<file path="config.mk">
export PLATFORM = sky130hd
export DESIGN_NAME = ik_front
export DESIGN_NICKNAME = d
export VERILOG_FILES = /design/src/design/ik_pkg.sv /design/src/design/ik_front.sv
export SDC_FILE = /design/constraint.sdc
export NUM_CORES = 1
export LEC_CHECK = 0
export BUFFER_PORTS_ARGS = -buffer_cell sky130_fd_sc_hd__buf_2
export CORE_MARGIN = 2
export CORE_UTILIZATION = 34
export CTS_CLUSTER_DIAMETER = 120
export DETAILED_ROUTE_END_ITERATION = 12
export PLACE_DENSITY = 0.87
export SKIP_LAST_GASP = 1
export SYNTH_ARGS = -nofsm -noshare
export SYNTH_HDL_FRONTEND = slang
export SYNTH_SLANG_ARGS = --single-unit
</file>
<file path="constraint.sdc">
create_clock -name clk -period 2.76 [get_ports clk]
set_clock_uncertainty 0.05 [all_clocks]
set_input_delay 0.414 -clock clk [delete_from_list [all_inputs] [get_ports clk]]
set_output_delay 0.414 -clock clk [all_outputs]
set_load 0.005 [all_outputs]
</file>
<file path="src/design/ik_pkg.sv">
package ik_pkg;

  localparam int CORDIC_STEPS = 16;
  localparam int QDEPTH = 2;

  localparam int MUL_W = 30;
  localparam int PROD_W = 2 * MUL_W;
  localparam int ACC_W = 51;
  localparam int SQ_W = 51;
  localparam int ANG_W = 28;
  localparam int LH_W = 30;

  localparam logic signed [ANG_W-1:0] Q24_PI = 28'sd52707179;
  localparam logic signed [ANG_W-1:0] Q24_HALF_PI = 28'sd26353589;
  localparam logic signed [MUL_W-1:0] Q24_TWO_PI = 30'sd105414358;
  localparam logic [24:0] Q24_ONE = 25'd16777216;

  localparam logic [24:0] ATAN_TAB [24] = '{
    25'd13176795, 25'd7778716, 25'd4110060, 25'd2086331,
    25'd1047214, 25'd524117, 25'd262123, 25'd131069,
    25'd65536, 25'd32768, 25'd16384, 25'd8192,
    25'd4096, 25'd2048, 25'd1024, 25'd512,
    25'd256, 25'd128, 25'd64, 25'd32,
    25'd16, 25'd8, 25'd4, 25'd2
  };

  typedef struct packed {
    logic [13:0] upper;
    logic [13:0] lower;
    logic [11:0] lead;
    logic [14:0] reach;
    logic [14:0] park;
  } cfg_t;

  typedef struct packed {
    logic signed [16:0] x;
    logic signed [15:0] y;
    logic signed [15:0] z;
    logic               side;
  } item_t;

endpackage

</file>
<file path="src/design/ik_front.sv">
module ik_front
  import ik_pkg::*;
(
  input  logic                clk,
  input  logic                rst,
  input  logic                push,
  input  logic                full,
  input  logic signed [15:0]  x_pos,
  input  logic signed [15:0]  y_pos,
  input  logic signed [15:0]  z_pos,
  input  cfg_t                cfg,
  output logic                q_push,
  output item_t               q_item
);

  logic side;
  logic side_next;
  logic y_low;

  always_comb begin
    y_low = y_pos < $signed({1'b0, cfg.reach});
    side_next = side;
    if (x_pos > 16'sd0 && y_low) side_next = 1'b0;
    if (x_pos > $signed({1'b0, cfg.park})) side_next = 1'b0;
    if (x_pos < 16'sd0 && y_low) side_next = 1'b1;
  end

  assign q_push = push && !full;

  always_comb begin
    q_item.x = side_next ? -17'(x_pos) : 17'(x_pos);
    q_item.y = y_pos;
    q_item.z = z_pos;
    q_item.side = side_next;
  end

  always_ff @(posedge clk) begin
    if (rst) begin
      side <= 1'b0;
    end else if (q_push) begin
      side <= side_next;
    end
  end

endmodule

</file>
==> After elaboration in Yosys (flattened, before gate mapping) <==
Index checks and enable logic that the tools add are counted.
{ "totals": {"ff_bits": 1, "inputBits": 122, "output_inout_bits": 51, "elab_cells": 14} }
{ "op_classes": {"add_sub_neg": 1, "magnitude_cmp": 4, "n_mux": 4, "n_reduce_logical": 4} }
{ "ops": {"columns": ["operator", "n"], "rows": [
  ["$mux 17", 1],
  ["$neg 16->17", 1],
  ["$gt 16x1->1 const B", 1],
  ["$gt 16x16->1", 1],
  ["$lt 16x1->1 const B", 1],
  ["$lt 16x16->1", 1],
  ["$logic_and 1x1->1", 3],
  ["$mux 1", 3],
  ["$logic_not 1->1", 1]
]} }

==> Logic depth before layout (Yosys ltp) <==
{ "logic_depth": {"word_depth": 6, "ltp_mapped": 10, "mapped_depth_nobuf": 10} }

==> Worst setup path after synthesis <==
Ideal clock, no wire load.
{ "synth_path": {"kind": "in2out", "from": "in x_pos[9]", "to": "out q_item[42] (netlist bit)", "arrival_ns": 2.465, "required_ns": 2.296, "setup_slack_ns": -0.169, "path_stages": 9, "n_path_buf": 1, "path_cell_list": "or4_4 > or3_4 > nor4_1 > nand2_1 > ha_1 > and4_1 > clkbuf_1 > o211ai_1 > o221ai_1"} }
{ "synth_rtl": {"columns": ["item", "line", "source"], "rows": [
  ["start: declaration", "ik_front.sv:8", "input logic signed [15:0] x_pos,"],
  ["end: declaration", "ik_front.sv:13", "output item_t q_item"]
]} }

==> flow_metrics.tcl <==
set metrics [dict create \
    status "finished, violations left" \
    violations "negative setup slack" \
    max-cap-violations 0 \
    hp-class "flop to flop" \
    synthArstFlopShare_pct 0 \
    ant_nets 0 \
    cp_cell_sequence "buf_6 > or4_4 > or3_4 > nor4_4 > nand2_2 > ha_4 > nand4_4 > a21oi_4 > buf_6 > o211ai_1 > buf_2" \
    power_mw 0.431 \
    final_cells 416 \
    fmaxAchievable_mhz 323 \
    area_growth_pct 45.1 \
    yosysWarnings 0 \
    p_leak_nw 1.37 \
    yosys-top-cells-area "ha_1 (22%), buf_4 (14%), o211ai_1 (9.7%), inv_1 (7.8%), a21o_1 (3.8%)" \
    switching_share_pct 46.8 \
    seqPwrFrac_pct 4.0 \
    layout_setup_ws_ps -339 \
    drt_first_pass_iters 4 \
    peakVddDrop_mv 0.0561 \
    die_w_um 76.2 \
    via_per_inst 5.25 \
    wl_met3_um 382 \
    rows 26 \
    largest_registers "side: 1 flops" \
    post-dp-hpwl_um 4560 \
    required_ps 2300 \
    post_drt_wl_per_cell_um 13.8 \
    yosys_register_bits 1 \
    critPathMaxFanout 3 \
    gp_congestion 0.873 \
    timing.slew.headroom_pct 55.5 \
    combPwrFrac_pct 96.0 \
    fin_crit_ps 3100 \
    synth_edf_count 0 \
    worst_path_largest_cell_delay_ps 540 \
    syn_avg_cell_area_um2 7.33 \
    met1_length_um 2060 \
    ios 173 \
    antennaDiodeCount 0 \
    final_cell_area_um2 2570 \
    synthCells 242 \
    cellPowerDensity_nw_per_um2 167 \
    ys.flop_type "dfxtp_1" \
    finalNetCount 501 \
    clk_pin_slew_ps 0 \
    critPathLaunchType "input pin" \
    arrival_ps 2640 \
    coreArea_um2 5070 \
    clockPowerShare_pct 0 \
    finalHoldViolCount 0 \
    drive_above_1_share_pct 49.7 \
    place_ws_ps -367 \
    top_layer "met4" \
    end_kind "output pin" \
    cpMostUsedCell "buf_6" \
    drt-total-wl_um 5720 \
    setup_violations 17 \
    met2_length_um 3160 \
    rsz0062_at_grt "true" \
    drc 0 \
    worst_pin_slew_ps 657 \
    synth_top_cell_by_area "ha_1" \
    grt_max_degree 14 \
    grt_pass1_wl_um 9650 \
    antenna_found_initial 0 \
    initial_core_util_pct 35.0 \
    yosysSeqAreaShare_pct 1.13 \
    slowest_stage "or4_4" \
    path_class "input pin to output pin" \
    synth.distinct_cells 48 \
    cp_top_family "simple AND/OR/NAND/NOR gates" \
    syn-num-nets 395 \
    portBuffers 100 \
    holdWs_ps 505 \
    num_vias 2185 \
    die_h_um 76.2 \
    slew_viol_final 0 \
    largest_register_ffs 1 \
    dp.cells 408 \
    design.die.area_um2 5810 \
    clk_latency_ps 0 \
    cp_num_buf_inv 3 \
    switchingPower_mw 0.202 \
    grt_overflow_total 0 \
    regMostFlops "side" \
    power.internal_mw 0.229 \
    placed_area_um2 2370 \
    synth_area_um2 1770 \
    yosysTopAreaCellShare_pct 21.9 \
    track_usage_pct 19.1 \
    grt_pass1_vias 2275 \
    first_iter_violations 137 \
    fin_crit_sh_pct 112 \
]
## cells by family (layout without fill, tap and decap cells)
kind of cell	after synthesis	count (layout)	share of synthesized area (%)
and+or+nand+nor	70	71	24.3
DFF	1	1	1.13
adders and majority gates	31	31	21.9
AOI/OAI and AO/OA	62	63	27.9
buffers and inverters	77	179	24.0
muxes	1	1	0.846
## Yosys cell counts, drive strengths merged, types with 2 or more instances
cell type  number
buf            37
nor3            5
a21oi          12
nand2           9
o21ai           4
ha             31
clkbuf          2
a211oi          2
nand3b          2
or2             3
nand4           8
a21o            9
o211ai         24
inv            38
and4            2
nand3          13
and2            3
nor2b           2
nand2b          2
and3            3
nor2           10
nor4            4
a31oi           2
a2111oi         2
## layer usage
metal	vias to the layer above	global-route usage, %
li1	1067	-
met2	108	40.5
met3	16	1.30
met5	-	0
met1	994	19.9
met4	0	4.55
## metrics by stage
step | utilization (%) | setup TNS (ps)
5_1_grt | 50.7 | -6050
3_5_place_dp | 46.6 | -5160
4_1_cts | 49.6 | -3980
6_report | 50.7 | -4450
2_1_floorplan | - | -676
3_3_place_gp | 46.6 | -5220
## cells in the final DEF (no fill, tap or decap), types with 4 or more instances in the layout
cell type and instances:
buf_2 96, inv_1 37, buf_4 35, ha_1 29, o211ai_1 23, nand3_1 12
a21oi_1 10, nor2_1 10, a21o_1 9, buf_6 9, nand2_1 8, nand4_1 7
nor3_1 4
## path summary, 6_finish.rpt
kind	from	endpoint	slack (ps)	cells after the start
worst max-delay path	x_pos[7]	q_item[45]	-340	11
worst min-delay path	side	side	500	2
worst min register to register	side	side	500	2
worst max register to register	side	side	1010	6
## cell type report
type | instances | area [um^2]
inverter | 38 | 143
timing repair buffer | 141 | 865
tap | 70 | 87.6
sequential | 1 | 20.0
fill | 499 | 2500
multi-input combinational | 166 | 1460
## power groups by stage
stage	registers [mW]	logic, mW	clock network [mW]
floorplan	0.0163	0.223	0
global placement	0.0169	0.354	0
detailed placement	0.0169	0.371	0
CTS	0.0169	0.402	0
global route	0.0172	0.458	0
finish	0.0171	0.413	0
## worst reg2reg max path, delay by kind of cell, from the launching register on
family                 cells  cell delay [ps]
buffers and inverters      2              290
AO/OA/AOI/OAI              4              950
flip-flops                 1              380
## timing repair
item                                    CTS  global route
pin swaps                                22            10
endpoints found under the setup margin   17            18
gates resized for setup                  16             9
setup buffers                             4             3
hold buffers                              0             0
cloned                                    2             0
(Power assumes the default switching activity.)
