--- config.mk ---
export PLATFORM = sky130hd
export DESIGN_NAME = ik_queue
export DESIGN_NICKNAME = d
export VERILOG_FILES = /design/src/design/ik_pkg.sv /design/src/design/ik_queue.sv
export SDC_FILE = /design/constraint.sdc
export NUM_CORES = 1
export LEC_CHECK = 0
export ABC_AREA = 1
export BUFFER_PORTS_ARGS = -buffer_cell sky130_fd_sc_hd__buf_2
export CAP_MARGIN = 5
export CORE_MARGIN = 1
export CORE_UTILIZATION = 47
export DETAILED_ROUTE_END_ITERATION = 7
export PLACE_DENSITY = 0.78
export SYNTH_ARGS = -nofsm -noshare
export SYNTH_HDL_FRONTEND = slang
export SYNTH_SLANG_ARGS = --single-unit
--- constraint.sdc ---
create_clock -name clk -period 3.3 [get_ports clk]
set_input_delay 0.165 -clock clk [delete_from_list [all_inputs] [get_ports clk]]
set_output_delay 0.165 -clock clk [all_outputs]
set_load 0.05 [all_outputs]
--- src/design/ik_pkg.sv ---
package ik_pkg;

  localparam int CORDIC_STEPS = 16;
  localparam int QDEPTH = 2;

  localparam int MUL_W = 30;
  localparam int PROD_W = 2 * MUL_W;
  localparam int ACC_W = 51;
  localparam int SQ_W = 51;
  localparam int ANG_W = 28;
  localparam int LH_W = 30;

  localparam logic signed [ANG_W-1:0] Q24_PI = 28'sd52707179;
  localparam logic signed [ANG_W-1:0] Q24_HALF_PI = 28'sd26353589;
  localparam logic signed [MUL_W-1:0] Q24_TWO_PI = 30'sd105414358;
  localparam logic [24:0] Q24_ONE = 25'd16777216;

  localparam logic [24:0] ATAN_TAB [24] = '{
    25'd13176795, 25'd7778716, 25'd4110060, 25'd2086331,
    25'd1047214, 25'd524117, 25'd262123, 25'd131069,
    25'd65536, 25'd32768, 25'd16384, 25'd8192,
    25'd4096, 25'd2048, 25'd1024, 25'd512,
    25'd256, 25'd128, 25'd64, 25'd32,
    25'd16, 25'd8, 25'd4, 25'd2
  };

  typedef struct packed {
    logic [13:0] upper;
    logic [13:0] lower;
    logic [11:0] lead;
    logic [14:0] reach;
    logic [14:0] park;
  } cfg_t;

  typedef struct packed {
    logic signed [16:0] x;
    logic signed [15:0] y;
    logic signed [15:0] z;
    logic               side;
  } item_t;

endpackage

--- src/design/ik_queue.sv ---
module ik_queue
  import ik_pkg::*;
(
  input  logic   clk,
  input  logic   rst,
  input  logic   wr_en,
  input  item_t  wr_item,
  output logic   full,
  input  logic   rd_en,
  output item_t  rd_item,
  output logic   empty
);

  localparam int PW = $clog2(QDEPTH);

  item_t mem [QDEPTH];
  logic [PW-1:0] wp;
  logic [PW-1:0] rp;
  logic [PW:0] count;
  logic do_wr;
  logic do_rd;

  assign full = count == (PW+1)'(QDEPTH);
  assign empty = count == '0;
  assign do_wr = wr_en && !full;
  assign do_rd = rd_en && !empty;
  assign rd_item = mem[rp];

  always_ff @(posedge clk) begin
    if (do_wr) begin
      mem[wp] <= wr_item;
    end
    if (rst) begin
      wp <= '0;
      rp <= '0;
      count <= '0;
    end else begin
      if (do_wr) wp <= (wp == PW'(QDEPTH-1)) ? '0 : wp + 1'b1;
      if (do_rd) rp <= (rp == PW'(QDEPTH-1)) ? '0 : rp + 1'b1;
      if (do_wr && !do_rd) count <= count + 1'b1;
      else if (do_rd && !do_wr) count <= count - 1'b1;
    end
  end

endmodule

# Word level (Yosys, flattened, before mapping)
# Memories as Yosys holds them, arrays and structs flattened. A register that Yosys moved wholly into a read port is not among the register bits.
# Index checks and enable logic that the tools add are counted.
dict set report totals {
  ff_bits 4
  ram_bits 100
  in_bits 54
  out_inout_bits 52
  wordCells 27
  mem_count 1
}
# name words width rd rd_ports_with_merged_regs wr line_no
set mem_list {}
lappend mem_list {mem 2 50 1 1 1 ik_queue.sv:16} ;# item_t mem [QDEPTH];
dict set report op_classes {
  add_sub_neg 4
  n_eq_ne 1
  mux 8
  reduce_logical 10
}
# operator count
set ops {}
lappend ops {{1-bit 2-to-1 mux} 6}
lappend ops {{1-bit logical AND} 4}
lappend ops {{1-bit zero test} 4}
lappend ops {{2-bit 2-to-1 mux} 2}
lappend ops {{1-bit adder, second input constant} 2}
lappend ops {{2-bit by 1-bit adder with 2-bit output, second input constant} 1}
lappend ops {{2-bit equality test, second input constant} 1}
lappend ops {{2-bit zero test} 1}
lappend ops {{2-bit nonzero test} 1}
lappend ops {{2-bit by 1-bit subtractor with 2-bit output, second input constant} 1}

# Depth between registers and ports, before layout
# Gate-level depths: netlist of the first run.
dict set report logic_depth {
  ltp_word 7
  ltp_mapped 10
  mapped_depth_nobuf 10
}

# Worst setup path after synthesis of the first run
# OpenSTA, ideal clock, no wires.
dict set report synth_timing {
  kind {flip-flop to flip-flop}
  start {reg count[0]}
  end {mem mem[0][0] in the netlist's numbering (enable)}
  setup_ns 0.458
  t_arrival_ns 2.636
  required_time_ns 2.842
  path_slack_ns 0.206
  stages_incl_launch_ff 3
  path_buffers 0
  synth_period_minus_slack_ns 3.094
  cell_sequence {dfxtp_1 -> o21ai_2 -> nor2_1}
}
dict set report synth_between {
  elab_chain_len 5
}
# element line_no
set synth_rtl {}
lappend synth_rtl {{start, declared} ik_queue.sv:19} ;# logic [PW:0] count;
lappend synth_rtl {{start signal, assigned} ik_queue.sv:40} ;# if (do_wr && !do_rd) count <= count + 1'b1;
lappend synth_rtl {{start signal, assigned} ik_queue.sv:41} ;# else if (do_rd && !do_wr) count <= count - 1'b1;
lappend synth_rtl {{2-bit equality test} ik_queue.sv:23} ;# assign full = count == (PW+1)'(QDEPTH);
lappend synth_rtl {{1-bit zero test} ik_queue.sv:25} ;# assign do_wr = wr_en && !full;
lappend synth_rtl {{1-bit logical AND} ik_queue.sv:25}
lappend synth_rtl {{1-bit 2-to-1 mux} ik_queue.sv:30} ;# if (do_wr) begin
lappend synth_rtl {{1-bit 2-to-1 mux (implied by the code)} ik_queue.sv:31} ;# mem[wp] <= wr_item;
lappend synth_rtl {{end, declared} ik_queue.sv:16}
# No other way between the ends.

==> run_results.csv, run 1 <==
group,metric,value,unit
run_status,status,"finished clean",
global_routing,vias_in_the_first_global_route,2151,
layout,final_layout_size_suffix_gt1_share,51.30,%
yosys,synth.top_cells.by_area,"sky130_fd_sc_hd__edfxtp_1, sky130_fd_sc_hd__mux2_4, sky130_fd_sc_hd__buf_12",
layout,antennaDiodeCount,0,
floorplan,boundaryPins,106,
layout,postLayoutCellArea,0.005256,mm^2
layout,final_common_cell,"sky130_fd_sc_hd__buf_2",
yosys,ys_warn_count,0,
layout,multiInputGateArea,882.1,um^2
layout,net_count_reported_at_finish,398,
clocking,post_cts_buffers,0,
critical_path,worst_path_largest_cell_delay,0.98,ns
critical_path,cp_data_arrival_time,1.92,ns
clocking,clk_transition_reported_paths,0.09,ns
floorplan,core-area,0.008341,mm^2
global_routing,grt_antenna_before_repair,0,
timing,clock.fmax,0.4787,GHz
critical_path,critical_path_class,"flip-flop to primary output",
placement,placement.io_buffers,105,
run,drv_cap,0,
detailed_routing,detailedRoute.firstIterationViolations,90,
global_routing,pin_count_of_the_biggest_net_entering_global_routing,51,
timing,slew_limit_fails,0,
critical_path,worstPathMaxFanout,50,
yosys,synth_mux_area_share,18.24,%
critical_path,critical_path.reg2reg.startpoint,"count[0]",
yosys,post_synthesis_mean_instance_area,21.32,um^2
detailed_routing,totalWireLength,6793,um
detailed_routing,via_count,2146,
layout,flow.area_growth_from_synthesis,27.73,%
critical_path,critical_path.startpoint_type,"flip-flop",
pwr,worst_ir_drop_vdd,0.0005404,V
yosys,synthesis.area,0.004115,mm^2
yosys,synth_compound_area_share,0.9121,%
placement,place.detailed.hpwl,4328,um
floorplan,die_w,95.57,um
global_routing,grt_first_pass_wirelength,9984,um
clocking,cts_max_path_buffers,2,
clocking,clk_latency,0.35,ns
floorplan,std_cell_rows,33,
global_routing,global_route.overflow_total,0,
detailed_routing,drt.antenna.violating_nets,0,
critical_path,crit_chain,"mux2_4 > buf_2",
timing,post-route-period-util,63.30,%
timing,timing.final.crit_period,2.089,ns
yosys,synthDominantCellAreaShare,72.97,%
placement,placed_cell_area,0.004702,mm^2
timing,finalHoldViolCount,0,
timing,worst_slew_pin_slew,0.9394,ns
layout,seqCellArea,0.003107,mm^2
yosys,synth_top_family_by_area,"multiplexers",
detailed_routing,detail_route.drc_violations,0,
global_routing,grt_util_all_layers,15.28,%
clocking,cts_sinks,105,
min_path,hold_class,"primary input to flip-flop",
floorplan,initial_core_util,49.34,%
critical_path,required,3.13,ns
yosys,ys_seq_elements,105,
pwr,power_density,771.3,mW/mm^2
detailed_routing,post_drt_via_cell_ratio,4.748,
yosys,postSynthCellCount,193,
timing,fin_worst_hold_slack,0.01737,ns
detailed_routing,drtPass1Iterations,4,
timing,grt_setup_unrepaired,"false",
yosys,synth_simple_gate_area_share,1.611,%
timing,timing.max_slew.rel_slack,37.37,%
pwr,total_leakage_power,2.100,nW
yosys,synth_nets,248,
yosys,synth_area_leader_cell,"sky130_fd_sc_hd__edfxtp_1",
yosys,adder_and_majority_cell_fraction_of_the_synthesized_area,0.3040,%
yosys,yosys.cell_types.count,16,
detailed_routing,route.layer.met1.wl,2886,um
yosys,yosys.area_share.xor_xnor,0,%
timing,setup-tns-final,0,ns
detailed_routing,met3_wirelength,368,um
detailed_routing,drt-wirelength-per-cell,15.03,um
floorplan,fp.dieH,95.57,um
clocking,cts_inserted_buffers,9,
yosys,synth-seq-area-share,75.40,%
min_path,hold_path_startpoint,"wr_item[36]",
critical_path,slowest_stage,"sky130_fd_sc_hd__dfxtp_4",
timing,finalSetupViolations,0,
placement,globalplace.congestion,0.7398,
layout,layout_common_cells,"sky130_fd_sc_hd__buf_2, sky130_fd_sc_hd__edfxtp_1, sky130_fd_sc_hd__mux2_4",
clocking,htree_levels,3,
clocking,cts_tree,"done",
detailed_routing,met2RoutedLength,3433,um
floorplan,dieArea,0.009134,mm^2
detailed_routing,highest-signal-layer,"met4",
timing,fin_worst_skew,0.006660,ns
critical_path,endpoint_kind,"primary output",
clocking,cts_root_buffer,"sky130_fd_sc_hd__clkbuf_8",
layout,fillerInstances,637,
-- cells in the mapped netlist --
master	number
sky130_fd_sc_hd__mux2_4	50
sky130_fd_sc_hd__and2_1	1
sky130_fd_sc_hd__a21oi_1	1
sky130_fd_sc_hd__nand2_1	4
sky130_fd_sc_hd__o21ai_0	3
sky130_fd_sc_hd__inv_1	8
sky130_fd_sc_hd__buf_12	5
sky130_fd_sc_hd__dfxtp_1	5
sky130_fd_sc_hd__o21ai_2	2
sky130_fd_sc_hd__nor2_1	9
sky130_fd_sc_hd__buf_6	1
sky130_fd_sc_hd__edfxtp_1	100
sky130_fd_sc_hd__ha_1	1
sky130_fd_sc_hd__inv_2	1
sky130_fd_sc_hd__nand3_1	1
sky130_fd_sc_hd__nand4_1	1
-- final timing paths --
| kind | to | slack, ns | cells after the start |
|---|---|---|---|
| worst max-delay path | rd_item[3] | 1.21 | 2 |
| worst min-delay path | mem[1][36] | 0.02 | 1 |
| worst max register to register | mem[0][42] | 1.39 | 3 |
| worst min register to register | wp | 0.55 | 2 |
-- metrics by stage --
| step | setup WS (ns) | util [%] | total power [W] | std cells |
|---|---|---|---|---|
| 6_report | 1.211 | 63.02 | 0.004054 | 452 |
| 5_1_grt | 1.126 | 63.02 | 0.004219 | 452 |
| 4_1_cts | 1.172 | 62.78 | 0.004094 | 450 |
| 3_5_place_dp | 1.358 | 56.38 | 0.003329 | 400 |
| 3_3_place_gp | 1.410 | 56.38 | 0.003295 | 400 |
| 2_1_floorplan | 0.2059 | - | 0.003096 | 193 |
-- routing by layer --
metal	GRT usage, %	vias to the layer above
met5	0	-
met4	7.090	0
met3	3.668	10
met2	26.49	63
met1	17.88	1037
li1	-	1036
-- flip-flops by register name (all words and copies together), names as in the netlist, named ones only --
| register | cells |
|---|---|
| count | 2 |
| mem | 100 |
| rp | 1 |
| wp | 1 |
-- power breakdown --
part	switching (W)	internal, W
clock	0.000397	0.000343
sequential	0.000150	0.00168
combinational	0.000970	0.000510
-- what timing repair did --
item                                   CTS  global route
resized for setup                        0             0
hold buffers                            35             2
endpoints found under the hold margin   68             3
-- logic make-up (layout without fill, tap and decap cells) --
family,Yosys count,in the layout
DFF,105,105
muxes,50,50
and+or+nand+nor,16,16
buffers and inverters,15,169
AOI/OAI and AO/OA,6,6
adders and majority gates,1,1
-- critical path: cells and delay by family, from the launching register on --
kind	cells	cell delay, ns
flops	1	0.98
mux	1	0.36
buf+inv	1	0.21
-- cell type report --
class	instances	share of cell area (%)
sequential	105	59.10
timing repair buffer	145	17.47
multi-input combinational	73	16.78
tap	105	2.499
clock buffer	9	2.357
clock inverter	6	1.143
inverter	9	0.6427
Power figures use the tool's default switching activity.
==> run 2, diff against run 1 <==
--- a/config.mk
+++ b/config.mk
@@ -9,9 +9,9 @@
 export BUFFER_PORTS_ARGS = -buffer_cell sky130_fd_sc_hd__buf_2
 export CAP_MARGIN = 5
 export CORE_MARGIN = 1
-export CORE_UTILIZATION = 47
+export CORE_UTILIZATION = 50
 export DETAILED_ROUTE_END_ITERATION = 7
-export PLACE_DENSITY = 0.78
+export PLACE_DENSITY = 0.79
 export SYNTH_ARGS = -nofsm -noshare
 export SYNTH_HDL_FRONTEND = slang
 export SYNTH_SLANG_ARGS = --single-unit
==> constraint.sdc (replaced) <==
create_clock -name clk -period 1.99 [get_ports clk]
set_input_delay 0.0995 -clock clk [delete_from_list [all_inputs] [get_ports clk]]
set_output_delay 0.0995 -clock clk [all_outputs]
set_load 0.05 [all_outputs]
==> run 2 against run 1 <==
  * Hold slack improved by 0.016 ns
  * Sequential share of layout area decreased by 2.4 points
  * Die area down 5.9%
  * Sequential cell count unchanged
  * Clock power grew 85%
  * Global-route usage rose by 2.0 points
  * Largest power group unchanged
  * Utilization is 6.8 points higher
  * Design area increased by 4.3%
==> run_results.csv, run 2 (synthesized netlist as in run 1, its figures left out) <==
group,metric,value,unit
clocking,cts_root_buffer,"sky130_fd_sc_hd__clkbuf_8",
global_routing,grt_first_pass_wirelength,10760,um
floorplan,core-area,0.007848,mm^2
detailed_routing,via_count,2206,
run_status,status,"finished clean",
critical_path,regToRegEndpoint,"count[0]",
floorplan,initial_core_util,52.44,%
layout,net_count_reported_at_finish,414,
detailed_routing,totalWireLength,7058,um
timing,fin_worst_hold_slack,0.03305,ns
timing,slew_limit_fails,0,
critical_path,critical_path.startpoint_type,"flip-flop",
floorplan,boundaryPins,106,
timing,fin_worst_skew,0.004357,ns
clocking,cts_tree,"done",
layout,seqCellArea,0.003107,mm^2
critical_path,critPathCapture,"rd_item[0]",
pwr,power_density,1270,mW/mm^2
clocking,cts_max_path_buffers,2,
layout,final_layout_size_suffix_gt1_share,49.45,%
timing,setup-tns-final,0,ns
layout,postLayoutCellArea,0.005483,mm^2
detailed_routing,post_drt_via_cell_ratio,4.734,
detailed_routing,drt.antenna.violating_nets,0,
critical_path,setup.reg_to_reg.worst_slack,0.27,ns
global_routing,pin_count_of_the_biggest_net_entering_global_routing,35,
clocking,cts_inserted_buffers,9,
pwr,total_leakage_power,2.192,nW
detailed_routing,drt-wirelength-per-cell,15.15,um
min_path,hold_class,"primary input to flip-flop",
timing,timing.final.crit_period,1.822,ns
floorplan,std_cell_rows,32,
global_routing,global_route.overflow_total,0,
placement,placement.io_buffers,105,
layout,layout_common_cells,"sky130_fd_sc_hd__buf_2, sky130_fd_sc_hd__edfxtp_1, sky130_fd_sc_hd__mux2_4, sky130_fd_sc_hd__dlygate4sd3_1, sky130_fd_sc_hd__clkbuf_8",
critical_path,cp_data_arrival_time,1.72,ns
timing,finalHoldViolCount,0,
global_routing,grt_antenna_before_repair,0,
global_routing,met3_usage,3.366,%
layout,multiInputGateArea,882.1,um^2
layout,flow.area_growth_from_synthesis,33.23,%
critical_path,slowest_stage,"sky130_fd_sc_hd__dfxtp_4",
timing,finalSetupViolations,0,
floorplan,die_w,92.72,um
placement,globalplace.congestion,0.7564,
placement,dp_worst_setup_slack,0.2803,ns
timing,final.setup.worst_slack,0.1683,ns
global_routing,vias_in_the_first_global_route,2247,
global_routing,grt_util_all_layers,17.29,%
critical_path,critical_path_class,"flip-flop to primary output",
run,drv_cap,0,
critical_path,critical_path.reg2reg.startpoint,"count[1]",
floorplan,dieArea,0.008597,mm^2
timing,timing.max_slew.rel_slack,76.28,%
critical_path,timing.reg2reg.worst_path_depth,6,
detailed_routing,detail_route.drc_violations,0,
clocking,htree_levels,3,
global_routing,use_met1,18.43,%
clocking,post_cts_buffers,0,
timing,grt_setup_unrepaired,"false",
pwr,worst_ir_drop_vdd,0.0009924,V
clocking,clk_latency,0.35,ns
global_routing,gr-max-usage-layer,"met2",
critical_path,required,1.89,ns
clocking,clk_transition_reported_paths,0.09,ns
critical_path,crit_chain,"buf_12 > mux2_4 > buf_2",
timing,clock.fmax,0.5489,GHz
detailed_routing,drtPass1Iterations,4,
layout,antennaDiodeCount,0,
critical_path,worstPathMaxFanout,19,
placement,placed_cell_area,0.004771,mm^2
layout,fillerInstances,528,
timing,post-route-period-util,91.54,%
critical_path,endpoint_kind,"primary output",
floorplan,fp.dieH,92.72,um
layout,largest_register_ff_count,100,
placement,place.detailed.hpwl,4421,um
critical_path,worst_path_largest_cell_delay,0.58,ns
detailed_routing,detailedRoute.firstIterationViolations,55,
layout,final_common_cell,"sky130_fd_sc_hd__buf_2",
layout,top_register,"mem",
clocking,cts_sinks,105,
layout,reg.largest.list,"mem (100), count (2)",
timing,worst_slew_pin_slew,0.3559,ns
global_routing,grt.met2_usage,32.96,%
==> run 2: worst min path at each step <==
stage | start | end | slack [ns] | cells past startpoint
after floorplan | wr_item[0] | mem[0][0] | 0.20 | 0
after global placement | wr_item[14] | mem[0][14] | 0.29 | 1
after detailed placement | wr_item[8] | mem[1][8] | 0.29 | 1
after CTS | rst | count[1] | 0.02 | 4
after global routing | rst | count[1] | 0.08 | 4
final | rst | count[1] | 0.03 | 4
==> run 2: critical path: cells and delay by family (launching register included) <==
family	cells	cell delay, ns
DFF	1	0.58
buffers and inverters	2	0.45
muxes	1	0.32
==> run 2: stage by stage <==
step	utilization (%)	std cells	total power [W]
6_report	69.87	466	0.006961
5_1_grt	69.87	466	0.007244
4_1_cts	69.87	466	0.007018
3_5_place_dp	60.79	400	0.005581
3_3_place_gp	60.79	400	0.005513
2_1_floorplan	-	193	0.005127
==> run 2: timing repair <==
action	in CTS	in global routing
hold buffers	50	0
gates resized for setup	0	0
endpoints found under the hold margin	100	0
==> run 2: where the power goes <==
| part | internal (W) | leakage (nW) | switching, W |
|---|---|---|---|
| sequential | 0.00279 | 0.975 | 0.000157 |
| clock | 0.000708 | 0.101 | 0.000664 |
| combinational | 0.000917 | 1.12 | 0.00172 |
==> run 2: layer usage <==
layer  part of all wire, %  up-vias
met3                   4.7        9
met1                    39     1060
li1                      -     1066
met5                     0        -
met4                   1.5        0
met2                    55       71
==> run 2: cell type report <==
class | count | share of cell area (%)
Sequential cell | 105 | 56.66
Timing Repair Buffer | 161 | 20.45
Clock inverter | 5 | 1.461
Clock buffer | 11 | 2.396
Multi-Input combinational cell | 73 | 16.09
Inverter | 9 | 0.6162
Tap cell | 102 | 2.328
